===== src/design/geu_pkg.sv =====
// Shared types, constants and codes for the Gaussian elimination unit.
`default_nettype none

package geu_pkg;

    // Default largest matrix dimension
    localparam int MAX_DIM_DEF = 8;

    // Size register
    localparam int        SIZE_W   = 4;
    localparam logic [SIZE_W-1:0] SIZE_RST = 4'd8;

    // Single-precision constants
    localparam int          DATA_W  = 32;
    localparam logic [31:0] FP_ONE  = 32'h3F80_0000;
    localparam logic [31:0] FP_ZERO = 32'h0000_0000;
    localparam logic [31:0] FP_DNAN = 32'hFFC0_0000;
    localparam logic [31:0] FP_QBIT = 32'h0040_0000;

    // Restoring division produces this many quotient bits
    localparam int DIV_STEPS = 26;

    // Floating-point unit operations
    typedef enum logic [1:0] {
        FOP_MUL,
        FOP_SUB,
        FOP_DIV
    } t_fp_op;

    // Memory write data source
    typedef enum logic [1:0] {
        WS_IN,
        WS_FPU,
        WS_ONE,
        WS_ZERO
    } t_wsel;

    // Controller states
    typedef enum logic [4:0] {
        S_LOAD,
        S_PIV_RD,
        S_PIV_LD,
        S_DIV_RD,
        S_DIV_GO,
        S_DIV_WAIT,
        S_ONE_WR,
        S_FAC_RD,
        S_FAC_LD,
        S_MUL_RD,
        S_MUL_GO,
        S_MUL_WAIT,
        S_SUB_GO,
        S_SUB_WAIT,
        S_ZERO_WR,
        S_OUT_RD,
        S_OUT_LD
    } t_ctl_state;

    // Floating-point unit states
    typedef enum logic [3:0] {
        F_IDLE,
        F_NORMA,
        F_NORMB,
        F_EXEC,
        F_DIV,
        F_DIVEND,
        F_NORM,
        F_ROUND,
        F_DONE
    } t_fpu_state;

    // Controller to datapath commands
    typedef struct packed {
        logic   rd_en;
        logic   wr_en;
        t_wsel  wsel;
        logic   ld_piv;
        logic   ld_prod;
        logic   fpu_start;
        t_fp_op fpu_op;
        logic   out_ld;
        logic   out_last;
    } t_dp_cmd;

    // Datapath to controller status
    typedef struct packed {
        logic fpu_done;
        logic out_busy;
    } t_dp_stat;

endpackage

`default_nettype wire


===== src/design/geu_fpu.sv =====
// Shared multi-cycle single-precision multiply, subtract and divide unit.
`default_nettype none

module geu_fpu (
    input  wire logic            i_clk,
    input  wire logic            i_rst_n,
    input  wire logic            i_start,
    input  wire geu_pkg::t_fp_op i_op,
    input  wire logic [31:0]     i_a,
    input  wire logic [31:0]     i_b,
    output logic                 o_done,
    output logic [31:0]          o_res
);

    geu_pkg::t_fpu_state r_state, n_state;
    geu_pkg::t_fp_op     r_op, n_op;
    logic                r_sa, n_sa, r_sb, n_sb, r_sgn, n_sgn, r_sticky, n_sticky;
    logic signed [9:0]   r_ea, n_ea, r_eb, n_eb, r_e, n_e;
    logic [23:0]         r_ma, n_ma, r_mb, n_mb;
    logic [26:0]         r_m, n_m;
    logic [24:0]         r_rem, n_rem;
    logic [25:0]         r_q, n_q;
    logic [4:0]          r_cnt, n_cnt;
    logic [31:0]         r_res, n_res;

    // Operand decode
    logic [7:0]        a_exp, b_exp;
    logic              a_nan, a_inf, a_zero, b_nan, b_inf, b_zero, b_sgn, x_sgn;
    logic              spec;
    logic [31:0]       spec_res;
    logic signed [9:0] a_e, b_e;

    always_comb begin
        a_exp  = i_a[30:23];
        b_exp  = i_b[30:23];
        a_nan  = (&a_exp) && (|i_a[22:0]);
        a_inf  = (&a_exp) && !(|i_a[22:0]);
        a_zero = (a_exp == 8'd0) && !(|i_a[22:0]);
        b_nan  = (&b_exp) && (|i_b[22:0]);
        b_inf  = (&b_exp) && !(|i_b[22:0]);
        b_zero = (b_exp == 8'd0) && !(|i_b[22:0]);
        b_sgn  = (i_op == geu_pkg::FOP_SUB) ? ~i_b[31] : i_b[31];
        x_sgn  = i_a[31] ^ i_b[31];
        a_e    = (a_exp == 8'd0) ? -10'sd126 : $signed({2'b00, a_exp}) - 10'sd127;
        b_e    = (b_exp == 8'd0) ? -10'sd126 : $signed({2'b00, b_exp}) - 10'sd127;
        spec     = 1'b1;
        spec_res = geu_pkg::FP_DNAN;
        priority if (a_nan) begin
            spec_res = i_a | geu_pkg::FP_QBIT;
        end else if (b_nan) begin
            spec_res = i_b | geu_pkg::FP_QBIT;
        end else begin
            unique case (i_op)
                geu_pkg::FOP_MUL: begin
                    priority if ((a_inf || b_inf) && (a_zero || b_zero)) begin
                        spec_res = geu_pkg::FP_DNAN;
                    end else if (a_inf || b_inf) begin
                        spec_res = {x_sgn, 8'hFF, 23'd0};
                    end else if (a_zero || b_zero) begin
                        spec_res = {x_sgn, 31'd0};
                    end else begin
                        spec = 1'b0;
                    end
                end
                geu_pkg::FOP_DIV: begin
                    priority if ((a_inf && b_inf) || (a_zero && b_zero)) begin
                        spec_res = geu_pkg::FP_DNAN;
                    end else if (a_inf || b_zero) begin
                        spec_res = {x_sgn, 8'hFF, 23'd0};
                    end else if (a_zero || b_inf) begin
                        spec_res = {x_sgn, 31'd0};
                    end else begin
                        spec = 1'b0;
                    end
                end
                geu_pkg::FOP_SUB: begin
                    priority if (a_inf && b_inf && (i_a[31] != b_sgn)) begin
                        spec_res = geu_pkg::FP_DNAN;
                    end else if (a_inf) begin
                        spec_res = i_a;
                    end else if (b_inf) begin
                        spec_res = {b_sgn, 8'hFF, 23'd0};
                    end else if (a_zero && b_zero) begin
                        spec_res = {i_a[31] & b_sgn, 31'd0};
                    end else if (a_zero) begin
                        spec_res = {b_sgn, i_b[30:0]};
                    end else if (b_zero) begin
                        spec_res = i_a;
                    end else begin
                        spec = 1'b0;
                    end
                end
                default: begin
                    spec = 1'b0;
                end
            endcase
        end
    end

    // Align and add for subtraction
    logic              a_big, s_sgn;
    logic signed [9:0] e_l, e_s, e_d;
    logic [23:0]       m_l, m_s;
    logic [4:0]        d_c;
    logic [26:0]       ext, shv, smask, bsh;
    logic [27:0]       ssum;

    always_comb begin
        a_big = (r_ea > r_eb) || ((r_ea == r_eb) && (r_ma >= r_mb));
        e_l   = a_big ? r_ea : r_eb;
        e_s   = a_big ? r_eb : r_ea;
        m_l   = a_big ? r_ma : r_mb;
        m_s   = a_big ? r_mb : r_ma;
        s_sgn = a_big ? r_sa : r_sb;
        e_d   = e_l - e_s;
        d_c   = (e_d > 10'sd27) ? 5'd27 : e_d[4:0];
        ext   = {m_s, 3'b000};
        shv   = ext >> d_c;
        smask = (27'd1 << d_c) - 27'd1;
        bsh   = {shv[26:1], shv[0] | (|(ext & smask))};
        if (r_sa == r_sb) begin
            ssum = {1'b0, m_l, 3'b000} + {1'b0, bsh};
        end else begin
            ssum = {1'b0, m_l, 3'b000} - {1'b0, bsh};
        end
    end

    // Product of normalized significands
    logic [47:0] prod;
    assign prod = r_ma * r_mb;

    // Restoring division step
    logic        div_ge;
    logic [24:0] rem_sub;
    always_comb begin
        div_ge  = r_rem >= {1'b0, r_mb};
        rem_sub = div_ge ? (r_rem - {1'b0, r_mb}) : r_rem;
    end

    // Round to nearest even and pack
    logic signed [9:0] be, sh;
    logic [4:0]        sh_c;
    logic [26:0]       rshv;
    logic [30:0]       base;
    logic              r_lsb, r_g, r_rest, r_inc, ovf;
    logic [31:0]       rnd_res;

    always_comb begin
        be     = r_e + 10'sd127;
        sh     = 10'sd1 - be;
        sh_c   = (sh > 10'sd27) ? 5'd27 : sh[4:0];
        rshv   = r_m >> sh_c;
        ovf    = be >= 10'sd255;
        if (be >= 10'sd1) begin
            base   = {be[7:0], r_m[25:3]};
            r_lsb  = r_m[3];
            r_g    = r_m[2];
            r_rest = (|r_m[1:0]) | r_sticky;
        end else begin
            base   = {8'd0, rshv[25:3]};
            r_lsb  = rshv[3];
            r_g    = rshv[2];
            r_rest = (|rshv[1:0]) | r_sticky | (|(r_m & ((27'd1 << sh_c) - 27'd1)));
        end
        r_inc = r_g & (r_rest | r_lsb);
        if (ovf) begin
            rnd_res = {r_sgn, 8'hFF, 23'd0};
        end else begin
            rnd_res = {r_sgn, base + {30'd0, r_inc}};
        end
    end

    // Next state and working registers
    always_comb begin
        n_state  = r_state;
        n_op     = r_op;
        n_sa     = r_sa;
        n_sb     = r_sb;
        n_sgn    = r_sgn;
        n_sticky = r_sticky;
        n_ea     = r_ea;
        n_eb     = r_eb;
        n_e      = r_e;
        n_ma     = r_ma;
        n_mb     = r_mb;
        n_m      = r_m;
        n_rem    = r_rem;
        n_q      = r_q;
        n_cnt    = r_cnt;
        n_res    = r_res;
        unique case (r_state)
            geu_pkg::F_IDLE: begin
                if (i_start) begin
                    n_op  = i_op;
                    n_sa  = i_a[31];
                    n_sb  = b_sgn;
                    n_sgn = x_sgn;
                    n_ea  = a_e;
                    n_eb  = b_e;
                    n_ma  = {a_exp != 8'd0, i_a[22:0]};
                    n_mb  = {b_exp != 8'd0, i_b[22:0]};
                    n_res = spec_res;
                    n_state = spec ? geu_pkg::F_DONE : geu_pkg::F_NORMA;
                end
            end
            // Normalize subnormal operands one bit a cycle
            geu_pkg::F_NORMA: begin
                if (r_ma[23]) begin
                    n_state = geu_pkg::F_NORMB;
                end else begin
                    n_ma = {r_ma[22:0], 1'b0};
                    n_ea = r_ea - 10'sd1;
                end
            end
            geu_pkg::F_NORMB: begin
                if (r_mb[23]) begin
                    n_state = geu_pkg::F_EXEC;
                end else begin
                    n_mb = {r_mb[22:0], 1'b0};
                    n_eb = r_eb - 10'sd1;
                end
            end
            geu_pkg::F_EXEC: begin
                unique case (r_op)
                    geu_pkg::FOP_MUL: begin
                        if (prod[47]) begin
                            n_m      = prod[47:21];
                            n_sticky = |prod[20:0];
                            n_e      = r_ea + r_eb + 10'sd1;
                        end else begin
                            n_m      = prod[46:20];
                            n_sticky = |prod[19:0];
                            n_e      = r_ea + r_eb;
                        end
                        n_state = geu_pkg::F_ROUND;
                    end
                    geu_pkg::FOP_DIV: begin
                        n_rem   = {1'b0, r_ma};
                        n_q     = '0;
                        n_cnt   = '0;
                        n_e     = r_ea - r_eb;
                        n_state = geu_pkg::F_DIV;
                    end
                    default: begin
                        n_sgn = s_sgn;
                        if (ssum == 28'd0) begin
                            n_res   = geu_pkg::FP_ZERO;
                            n_state = geu_pkg::F_DONE;
                        end else if (ssum[27]) begin
                            n_m      = ssum[27:1];
                            n_sticky = ssum[0];
                            n_e      = e_l + 10'sd1;
                            n_state  = geu_pkg::F_NORM;
                        end else begin
                            n_m      = ssum[26:0];
                            n_sticky = 1'b0;
                            n_e      = e_l;
                            n_state  = geu_pkg::F_NORM;
                        end
                    end
                endcase
            end
            // One quotient bit a cycle
            geu_pkg::F_DIV: begin
                n_q   = {r_q[24:0], div_ge};
                n_rem = {rem_sub[23:0], 1'b0};
                n_cnt = r_cnt + 5'd1;
                if (r_cnt == 5'(geu_pkg::DIV_STEPS - 1)) begin
                    n_state = geu_pkg::F_DIVEND;
                end
            end
            geu_pkg::F_DIVEND: begin
                n_sticky = |r_rem;
                if (r_q[25]) begin
                    n_m = {r_q, 1'b0};
                end else begin
                    n_m = {r_q[24:0], 2'b00};
                    n_e = r_e - 10'sd1;
                end
                n_state = geu_pkg::F_ROUND;
            end
            // Shift left after cancellation
            geu_pkg::F_NORM: begin
                if (r_m[26]) begin
                    n_state = geu_pkg::F_ROUND;
                end else begin
                    n_m = {r_m[25:0], 1'b0};
                    n_e = r_e - 10'sd1;
                end
            end
            geu_pkg::F_ROUND: begin
                n_res   = rnd_res;
                n_state = geu_pkg::F_DONE;
            end
            geu_pkg::F_DONE: begin
                n_state = geu_pkg::F_IDLE;
            end
            default: begin
                n_state = geu_pkg::F_IDLE;
            end
        endcase
    end

    // State register
    always_ff @(posedge i_clk) begin
        if (!i_rst_n) begin
            r_state <= geu_pkg::F_IDLE;
        end else begin
            r_state <= n_state;
        end
    end

    // Working registers
    always_ff @(posedge i_clk) begin
        r_op     <= n_op;
        r_sa     <= n_sa;
        r_sb     <= n_sb;
        r_sgn    <= n_sgn;
        r_sticky <= n_sticky;
        r_ea     <= n_ea;
        r_eb     <= n_eb;
        r_e      <= n_e;
        r_ma     <= n_ma;
        r_mb     <= n_mb;
        r_m      <= n_m;
        r_rem    <= n_rem;
        r_q      <= n_q;
        r_cnt    <= n_cnt;
        r_res    <= n_res;
    end

    assign o_done = (r_state == geu_pkg::F_DONE);
    assign o_res  = r_res;

endmodule

`default_nettype wire


===== src/design/geu_dp.sv =====
// Datapath: matrix memory, operand registers, shared FP unit and output register.
`default_nettype none

module geu_dp #(
    parameter int MAX_DIM = geu_pkg::MAX_DIM_DEF
) (
    input  wire logic                        i_clk,
    input  wire logic                        i_rst_n,
    input  wire geu_pkg::t_dp_cmd            i_cmd,
    input  wire logic [$clog2(MAX_DIM)-1:0]  i_row,
    input  wire logic [$clog2(MAX_DIM)-1:0]  i_col,
    input  wire logic [31:0]                 i_element_bits,
    output geu_pkg::t_dp_stat                o_stat,
    output logic                             o_valid,
    input  wire logic                        i_stall,
    output logic [31:0]                      o_result_bits,
    output logic                             o_last_element
);

    localparam int DEPTH = MAX_DIM * MAX_DIM;
    localparam int AW    = $clog2(DEPTH);

    logic [31:0]   r_mem [DEPTH];
    logic [31:0]   r_rdata, r_piv, r_prod, r_obits;
    logic          r_ovalid, r_olast;
    logic [AW-1:0] addr;
    logic [31:0]   wdata, fpu_a, fpu_b, fpu_res;
    logic          fpu_done;

    // Element (row, col) sits at row * MAX_DIM + col
    assign addr = AW'(i_row) * AW'(MAX_DIM) + AW'(i_col);

    // Write data select
    always_comb begin
        unique case (i_cmd.wsel)
            geu_pkg::WS_IN:   wdata = i_element_bits;
            geu_pkg::WS_FPU:  wdata = fpu_res;
            geu_pkg::WS_ONE:  wdata = geu_pkg::FP_ONE;
            geu_pkg::WS_ZERO: wdata = geu_pkg::FP_ZERO;
            default:          wdata = geu_pkg::FP_ZERO;
        endcase
    end

    // Matrix memory
    always_ff @(posedge i_clk) begin
        if (i_cmd.wr_en) begin
            r_mem[addr] <= wdata;
        end
        if (i_cmd.rd_en) begin
            r_rdata <= r_mem[addr];
        end
    end

    // Pivot or row factor, and the latest product
    always_ff @(posedge i_clk) begin
        if (i_cmd.ld_piv) begin
            r_piv <= r_rdata;
        end
        if (i_cmd.ld_prod) begin
            r_prod <= fpu_res;
        end
    end

    // Operand routing per operation
    always_comb begin
        unique case (i_cmd.fpu_op)
            geu_pkg::FOP_DIV: begin
                fpu_a = r_rdata;
                fpu_b = r_piv;
            end
            geu_pkg::FOP_SUB: begin
                fpu_a = r_rdata;
                fpu_b = r_prod;
            end
            default: begin
                fpu_a = r_piv;
                fpu_b = r_rdata;
            end
        endcase
    end

    geu_fpu u_fpu (
        .i_clk   (i_clk),
        .i_rst_n (i_rst_n),
        .i_start (i_cmd.fpu_start),
        .i_op    (i_cmd.fpu_op),
        .i_a     (fpu_a),
        .i_b     (fpu_b),
        .o_done  (fpu_done),
        .o_res   (fpu_res)
    );

    // Output register: load on command, drop on transfer
    always_ff @(posedge i_clk) begin
        if (!i_rst_n) begin
            r_ovalid <= 1'b0;
        end else if (i_cmd.out_ld) begin
            r_ovalid <= 1'b1;
        end else if (r_ovalid && !i_stall) begin
            r_ovalid <= 1'b0;
        end
    end

    always_ff @(posedge i_clk) begin
        if (i_cmd.out_ld) begin
            r_obits <= r_rdata;
            r_olast <= i_cmd.out_last;
        end
    end

    assign o_stat.fpu_done = fpu_done;
    assign o_stat.out_busy = r_ovalid;
    assign o_valid         = r_ovalid;
    assign o_result_bits   = r_obits;
    assign o_last_element  = r_olast;

endmodule

`default_nettype wire


===== src/design/geu_ctrl.sv =====
// Controller: load, elimination sequencing and emission state machine.
`default_nettype none

module geu_ctrl #(
    parameter int MAX_DIM = geu_pkg::MAX_DIM_DEF
) (
    input  wire logic                        i_clk,
    input  wire logic                        i_rst_n,
    input  wire logic                        i_cfg_wr_en,
    input  wire logic [geu_pkg::SIZE_W-1:0]  i_cfg_wr_data,
    input  wire logic                        i_valid,
    output logic                             o_stall,
    input  wire geu_pkg::t_dp_stat           i_stat,
    output geu_pkg::t_dp_cmd                 o_cmd,
    output logic [$clog2(MAX_DIM)-1:0]       o_row,
    output logic [$clog2(MAX_DIM)-1:0]       o_col
);

    localparam int CW = $clog2(MAX_DIM + 1);
    localparam int IW = $clog2(MAX_DIM);

    geu_pkg::t_ctl_state         r_state, n_state;
    logic [geu_pkg::SIZE_W-1:0]  r_size, n_size;
    logic [CW-1:0]               r_k, n_k, r_i, n_i, r_j, n_j, r_row, n_row, r_col, n_col;
    logic [CW-1:0]               dim, dim_m1, a_row, a_col;
    logic                        in_xfer, cnt_last;

    // Size in use, clamped to 1..MAX_DIM
    always_comb begin
        if (r_size == '0) begin
            dim = CW'(1);
        end else if (int'(r_size) > MAX_DIM) begin
            dim = CW'(MAX_DIM);
        end else begin
            dim = CW'(r_size);
        end
        dim_m1 = dim - CW'(1);
    end

    assign o_stall  = (r_state != geu_pkg::S_LOAD);
    assign in_xfer  = i_valid && !o_stall;
    assign cnt_last = (r_row == dim_m1) && (r_col == dim_m1);

    // Next state and commands
    always_comb begin
        n_state = r_state;
        n_size  = r_size;
        n_k     = r_k;
        n_i     = r_i;
        n_j     = r_j;
        n_row   = r_row;
        n_col   = r_col;
        o_cmd   = '0;
        a_row   = r_row;
        a_col   = r_col;
        unique case (r_state)
            geu_pkg::S_LOAD: begin
                if (in_xfer) begin
                    o_cmd.wr_en = 1'b1;
                    o_cmd.wsel  = geu_pkg::WS_IN;
                    if (cnt_last) begin
                        n_row   = '0;
                        n_col   = '0;
                        n_k     = '0;
                        n_state = geu_pkg::S_PIV_RD;
                    end else if (r_col == dim_m1) begin
                        n_col = '0;
                        n_row = r_row + CW'(1);
                    end else begin
                        n_col = r_col + CW'(1);
                    end
                end
            end
            geu_pkg::S_PIV_RD: begin
                o_cmd.rd_en = 1'b1;
                a_row       = r_k;
                a_col       = r_k;
                n_state     = geu_pkg::S_PIV_LD;
            end
            geu_pkg::S_PIV_LD: begin
                o_cmd.ld_piv = 1'b1;
                n_j          = r_k + CW'(1);
                n_state      = (r_k + CW'(1) < dim) ? geu_pkg::S_DIV_RD : geu_pkg::S_ONE_WR;
            end
            geu_pkg::S_DIV_RD: begin
                o_cmd.rd_en = 1'b1;
                a_row       = r_k;
                a_col       = r_j;
                n_state     = geu_pkg::S_DIV_GO;
            end
            geu_pkg::S_DIV_GO: begin
                o_cmd.fpu_start = 1'b1;
                o_cmd.fpu_op    = geu_pkg::FOP_DIV;
                n_state         = geu_pkg::S_DIV_WAIT;
            end
            geu_pkg::S_DIV_WAIT: begin
                a_row = r_k;
                a_col = r_j;
                if (i_stat.fpu_done) begin
                    o_cmd.wr_en = 1'b1;
                    o_cmd.wsel  = geu_pkg::WS_FPU;
                    n_j         = r_j + CW'(1);
                    n_state     = (r_j + CW'(1) < dim) ? geu_pkg::S_DIV_RD
                                                        : geu_pkg::S_ONE_WR;
                end
            end
            geu_pkg::S_ONE_WR: begin
                o_cmd.wr_en = 1'b1;
                o_cmd.wsel  = geu_pkg::WS_ONE;
                a_row       = r_k;
                a_col       = r_k;
                n_i         = r_k + CW'(1);
                n_state     = (r_k + CW'(1) < dim) ? geu_pkg::S_FAC_RD : geu_pkg::S_OUT_RD;
            end
            geu_pkg::S_FAC_RD: begin
                o_cmd.rd_en = 1'b1;
                a_row       = r_i;
                a_col       = r_k;
                n_state     = geu_pkg::S_FAC_LD;
            end
            geu_pkg::S_FAC_LD: begin
                o_cmd.ld_piv = 1'b1;
                n_j          = r_k + CW'(1);
                n_state      = geu_pkg::S_MUL_RD;
            end
            geu_pkg::S_MUL_RD: begin
                o_cmd.rd_en = 1'b1;
                a_row       = r_k;
                a_col       = r_j;
                n_state     = geu_pkg::S_MUL_GO;
            end
            geu_pkg::S_MUL_GO: begin
                o_cmd.fpu_start = 1'b1;
                o_cmd.fpu_op    = geu_pkg::FOP_MUL;
                n_state         = geu_pkg::S_MUL_WAIT;
            end
            // Hold the product and fetch the element it updates
            geu_pkg::S_MUL_WAIT: begin
                a_row = r_i;
                a_col = r_j;
                if (i_stat.fpu_done) begin
                    o_cmd.rd_en   = 1'b1;
                    o_cmd.ld_prod = 1'b1;
                    n_state       = geu_pkg::S_SUB_GO;
                end
            end
            geu_pkg::S_SUB_GO: begin
                o_cmd.fpu_start = 1'b1;
                o_cmd.fpu_op    = geu_pkg::FOP_SUB;
                n_state         = geu_pkg::S_SUB_WAIT;
            end
            geu_pkg::S_SUB_WAIT: begin
                a_row = r_i;
                a_col = r_j;
                if (i_stat.fpu_done) begin
                    o_cmd.wr_en = 1'b1;
                    o_cmd.wsel  = geu_pkg::WS_FPU;
                    n_j         = r_j + CW'(1);
                    n_state     = (r_j + CW'(1) < dim) ? geu_pkg::S_MUL_RD
                                                        : geu_pkg::S_ZERO_WR;
                end
            end
            geu_pkg::S_ZERO_WR: begin
                o_cmd.wr_en = 1'b1;
                o_cmd.wsel  = geu_pkg::WS_ZERO;
                a_row       = r_i;
                a_col       = r_k;
                if (r_i + CW'(1) < dim) begin
                    n_i     = r_i + CW'(1);
                    n_state = geu_pkg::S_FAC_RD;
                end else begin
                    n_k     = r_k + CW'(1);
                    n_state = geu_pkg::S_PIV_RD;
                end
            end
            // Emit row-major once the output slot is free
            geu_pkg::S_OUT_RD: begin
                if (!i_stat.out_busy) begin
                    o_cmd.rd_en = 1'b1;
                    n_state     = geu_pkg::S_OUT_LD;
                end
            end
            geu_pkg::S_OUT_LD: begin
                o_cmd.out_ld   = 1'b1;
                o_cmd.out_last = cnt_last;
                if (cnt_last) begin
                    n_row   = '0;
                    n_col   = '0;
                    n_state = geu_pkg::S_LOAD;
                end else begin
                    n_state = geu_pkg::S_OUT_RD;
                    if (r_col == dim_m1) begin
                        n_col = '0;
                        n_row = r_row + CW'(1);
                    end else begin
                        n_col = r_col + CW'(1);
                    end
                end
            end
            default: begin
                n_state = geu_pkg::S_LOAD;
            end
        endcase
        // Size write abandons a partial load
        if (i_cfg_wr_en) begin
            n_size = i_cfg_wr_data;
            n_row  = '0;
            n_col  = '0;
        end
    end

    assign o_row = a_row[IW-1:0];
    assign o_col = a_col[IW-1:0];

    // State register
    always_ff @(posedge i_clk) begin
        if (!i_rst_n) begin
            r_state <= geu_pkg::S_LOAD;
            r_size  <= geu_pkg::SIZE_RST;
            r_row   <= '0;
            r_col   <= '0;
            r_k     <= '0;
            r_i     <= '0;
            r_j     <= '0;
        end else begin
            r_state <= n_state;
            r_size  <= n_size;
            r_row   <= n_row;
            r_col   <= n_col;
            r_k     <= n_k;
            r_i     <= n_i;
            r_j     <= n_j;
        end
    end

`ifndef NO_ASSERTIONS
    // FPU results arrive only while a wait state expects them
    a_done_expected: assert property (@(posedge i_clk) disable iff (!i_rst_n)
        i_stat.fpu_done |-> (r_state == geu_pkg::S_DIV_WAIT ||
                             r_state == geu_pkg::S_MUL_WAIT ||
                             r_state == geu_pkg::S_SUB_WAIT))
        else $error("fpu result with no operation pending");

    // Never overwrite an output that has not been transferred
    a_out_free: assert property (@(posedge i_clk) disable iff (!i_rst_n)
        o_cmd.out_ld |-> !i_stat.out_busy)
        else $error("output register overwritten");

    // Completing the load starts elimination
    a_load_to_elim: assert property (@(posedge i_clk) disable iff (!i_rst_n)
        (in_xfer && cnt_last && !i_cfg_wr_en) |=> (r_state == geu_pkg::S_PIV_RD))
        else $error("elimination did not start after the last element");
`endif

endmodule

`default_nettype wire


===== src/design/gaussian_elimination_unit_upper.sv =====
// Top level: unit upper-triangular Gaussian elimination of a single-precision matrix.
//
//  channel  | handshake                 | payload
//  ---------+---------------------------+----------------------------------------
//  input    | i_valid / o_stall         | i_element_bits
//  output   | o_valid / i_stall         | o_result_bits, o_last_element
//  config   | i_cfg_wr_en               | i_cfg_wr_data (matrix size)
//
// Loading writes each accepted element into the matrix memory. Elimination runs on
// one shared multi-cycle FP unit, which normalizes subnormal operands and then
// multiplies, subtracts with post-normalization, or divides by restoring division,
// and rounds to nearest even; special operands skip straight to the result.
// Emission reads the next element only once the output register has been emptied.
// Reset is synchronous active low; the size returns to 8. Input is stalled
// from the last loaded element until the last result is in the output register.
`default_nettype none

module gaussian_elimination_unit_upper #(
    parameter int MAX_DIM = geu_pkg::MAX_DIM_DEF
) (
    input  wire logic                        i_clk,
    input  wire logic                        i_rst_n,
    input  wire logic                        i_cfg_wr_en,
    input  wire logic [geu_pkg::SIZE_W-1:0]  i_cfg_wr_data,
    input  wire logic                        i_valid,
    output logic                             o_stall,
    input  wire logic [31:0]                 i_element_bits,
    output logic                             o_valid,
    input  wire logic                        i_stall,
    output logic [31:0]                      o_result_bits,
    output logic                             o_last_element
);

    geu_pkg::t_dp_cmd               cmd;
    geu_pkg::t_dp_stat              stat;
    logic [$clog2(MAX_DIM)-1:0]     row, col;

    geu_ctrl #(
        .MAX_DIM (MAX_DIM)
    ) u_ctrl (
        .i_clk         (i_clk),
        .i_rst_n       (i_rst_n),
        .i_cfg_wr_en   (i_cfg_wr_en),
        .i_cfg_wr_data (i_cfg_wr_data),
        .i_valid       (i_valid),
        .o_stall       (o_stall),
        .i_stat        (stat),
        .o_cmd         (cmd),
        .o_row         (row),
        .o_col         (col)
    );

    geu_dp #(
        .MAX_DIM (MAX_DIM)
    ) u_dp (
        .i_clk          (i_clk),
        .i_rst_n        (i_rst_n),
        .i_cmd          (cmd),
        .i_row          (row),
        .i_col          (col),
        .i_element_bits (i_element_bits),
        .o_stat         (stat),
        .o_valid        (o_valid),
        .i_stall        (i_stall),
        .o_result_bits  (o_result_bits),
        .o_last_element (o_last_element)
    );

endmodule

`default_nettype wire


===== config.mk =====
export PLATFORM = sky130hd
export DESIGN_NAME = gaussian_elimination_unit_upper
export DESIGN_NICKNAME = d
export VERILOG_FILES = /design/src/design/geu_pkg.sv /design/src/design/geu_fpu.sv /design/src/design/geu_dp.sv /design/src/design/geu_ctrl.sv /design/src/design/gaussian_elimination_unit_upper.sv
export SDC_FILE = /design/constraint.sdc
export NUM_CORES = 2
export LEC_CHECK = 0
export BUFFER_PORTS_ARGS = -buffer_cell sky130_fd_sc_hd__buf_2
export CORE_ASPECT_RATIO = 1.75
export CORE_MARGIN = 5
export CORE_UTILIZATION = 38
export CTS_BUF_LIST = sky130_fd_sc_hd__clkbuf_4
export CTS_CLUSTER_SIZE = 40
export DETAILED_ROUTE_END_ITERATION = 6
export PLACE_DENSITY_LB_ADDON = 0.3
export SETUP_SLACK_MARGIN = 0.3
export SLEW_MARGIN = 25
export SYNTH_ARGS = -nofsm -noshare
export SYNTH_HDL_FRONTEND = slang
export SYNTH_SLANG_ARGS = --single-unit

===== constraint.sdc =====
create_clock -name i_clk -period 13.41 [get_ports i_clk]
set_clock_uncertainty 0.15 [all_clocks]
set_input_delay 1.341 -clock i_clk [delete_from_list [all_inputs] [get_ports i_clk]]
set_output_delay 1.341 -clock i_clk [all_outputs]
set_load 0.01 [all_outputs]

==> impl_metrics.tcl <==
set metrics [dict create \
    multi_input_area_mm2 0.04805 \
    start_util_pct 38.07 \
    antenna_found_initial 20 \
    hold_depth 3 \
    synth_cell_types 108 \
    grt_usage_pct 27.43 \
    numPortBuffers 75 \
    synth-seq-cells 2410 \
    run_status "finished, final reports clean" \
    synthTopCellsByArea "edfxtp_1 (58%), fa_1 (7.9%), a22oi_1 (6.4%)" \
    grt_first_pass_wirelength_um 663100 \
    fmax_mhz 81.57 \
    fillers 30180 \
    hpwl_um 315800 \
    wl_per_cell_um 31.97 \
    wirelength_um 473000 \
    drive_above_1_share_pct 14.76 \
    holdWs_ps 186.5 \
    ys.warnings.count 0 \
    async_reset_ff_share_pct 0 \
    ant_nets 0 \
    nNetsFinal 10950 \
    critPathSlowestCell "or4_1" \
    gr-total-overflow 0 \
    cts_tree "done" \
    synth_area_mm2 0.1236 \
    cts_num_sinks 2410 \
    die_y_um 764.5 \
    synth_top_area_cell "edfxtp_1" \
    route.detailed.drc 0 \
    cts_max_level 6 \
    worstHoldEndpoint "u_dp.o_valid" \
    cp_common_cell "o21ai_0" \
    first_iter_violations 9515 \
    synth_ff_type "edfxtp_1" \
    post-route-min-period_ps 12260 \
    reg2reg_slack_ps 1150 \
    pin_count 76 \
    first_global_vias 91420 \
    worst_pin_slew_ps 1110 \
    synth_common_cells "edfxtp_1 (2376), a22oi_1 (1054), nand2_1 (871)" \
    rr_endpoint "u_dp.u_fpu.o_res[24]" \
    syn-num-nets 10600 \
    arrival_ps 13020 \
    worstSetupEndpointType "flop" \
    seq_area_frac_synth_pct 58.26 \
    final_core_utilization_pct 42.52 \
    synth.most_common_cell "edfxtp_1" \
    slew_viol_final 0 \
    die_w_um 441.2 \
    crit_fanout 32 \
    slew_headroom_pct 25.37 \
    crit_path_start_kind "flop" \
    worstHoldStart "i_stall" \
    syn2layout_area_growth_pct 11.70 \
    timing.max_cap.violations 0 \
    cts.root.buffer_cell "clkbuf_4" \
    cts_buffer_depth 4 \
    synth_edf_count 2376 \
    synth_area_per_cell_um2 12.73 \
    critPathMaxStageDelay_ps 590 \
    required_ps 14170 \
    grt_max_degree 114 \
    min_period_over_period_pct 91.42 \
    clock_latency_ps 1300 \
    hp-class "primary input to flop" \
    syn_inst 9709 \
    rsz0062_at_grt "false" \
    dr.pass1.iters 6 \
    critPathKind "flop to flop" \
    place_congestion 0.9475 \
    reg2reg_depth 50 \
    clk_pin_slew_ps 70 \
    rows 277 \
    synth_top_area_share_pct 57.71 \
    setup_violations 0 \
    startpoint "u_dp.u_fpu.r_eb[3]" \
    die_area_mm2 0.3373 \
    numCtsBuffers 554 \
    timing.rr.start "u_dp.u_fpu.r_eb[3]" \
    final-seq-area_mm2 0.07203 \
    vias 88940 \
    finalHoldViolCount 0 \
    via_per_inst 6.010 \
    core-area_mm2 0.3247 \
]
## metal layers
layer  vias up  GRT usage (%)  part of all wire (%)
met3      1557          3.923                   6.6
met2      4876          49.60                    52
met5         -              0                 0.012
met1     44850          28.47                    32
li1      37650              -                     -
met4         8          20.96                   9.5
## per-stage QoR
step / worst slack (ps) / area (um2) / instances / TNS (ps)
floorplan: 1160 / 123600 / 9709 / 0
global placement: -480.3 / 131000 / 13820 / -28820
detailed placement: 907.6 / 131100 / 13830 / 0
CTS: 798.4 / 138000 / 14780 / 0
global route: 434.2 / 138100 / 14790 / 0
finish: 1151 / 138100 / 14800 / 0
## area by class of cell
type / instances / share of cell area, %
diodes: 15 / 0.02718
clock buffers: 793 / 4.311
clock inverters: 158 / 0.6578
inverters: 661 / 1.798
multi-input cells: 6017 / 34.80
flip-flops and latches: 2410 / 52.16
well taps: 4324 / 3.918
repair buffers: 420 / 2.326
## sequential cells by signal (all words and copies together), names as in the netlist, 5 cells and up
name,count
u_dp.u_fpu.o_res,32
u_dp.u_fpu.r_cnt,5
u_ctrl.r_state,5
u_dp.u_fpu.r_rem,25
u_dp.u_fpu.r_q,26
u_dp.u_fpu.r_e,10
u_dp.u_fpu.r_mb,24
u_dp.u_fpu.r_m,27
u_dp.u_fpu.r_eb,10
u_dp.r_mem,2048
u_dp.r_prod,32
u_dp.r_piv,32
u_dp.u_fpu.r_ea,10
u_dp.r_rdata,32
u_dp.o_result_bits,32
u_dp.u_fpu.r_ma,24
## placed cells by master, fill, tap and decap left out, types with 115 or more instances in the layout
cell / count
nand3_1: 115
ha_1: 356
and2_1: 190
inv_1: 657
a41oi_1: 137
o21ai_0: 324
fa_1: 486
mux2i_1: 167
nand2_1: 866
nand4_1: 194
clkbuf_4: 793
nor2_1: 376
a21oi_1: 368
a22oi_1: 1054
edfxtp_1: 2376
buf_4: 323
## worst max-delay path by stage
stage | endpoint | slack (ps) | cells after the start
2_1_floorplan | u_dp.u_fpu.r_m[0] | 1160 | 54
3_3_place_gp | u_dp.u_fpu.o_res[10] | -480 | 51
3_5_place_dp | u_dp.u_fpu.o_res[6] | 910 | 50
4_1_cts | u_dp.u_fpu.o_res[28] | 800 | 50
5_1_grt | u_dp.u_fpu.o_res[12] | 430 | 53
6_report | u_dp.u_fpu.o_res[24] | 1150 | 50
## cell families after synthesis
family / Yosys count / share of synthesized area (%)
compound gates: 2508 / 14.18
xor+xnor: 199 / 1.416
fa+ha+maj: 845 / 11.50
buf+inv: 1282 / 3.935
flops: 2410 / 58.26
mux: 224 / 2.087
simple gates: 2241 / 8.614
## critical path: cells and delay by family, from the launching register on
family                   cells  cell delay [ps]
adder cells (fa/ha/maj)      3             1240
AND/OR/NAND/NOR             17             3800
AO/OA/AOI/OAI               20             4190
flip-flops                   1              500
multiplexers                 1              140
buffers and inverters        9             1850
## repair_timing
action	CTS	global route
resized for setup	0	5
hold buffers	1	0
endpoints found under the hold margin	1	0
endpoints found under the setup margin	0	80
buffers inserted	0	1
Power is not shown: default switching activity piles up to over one toggle a cycle in this logic, so the estimate is an artifact.
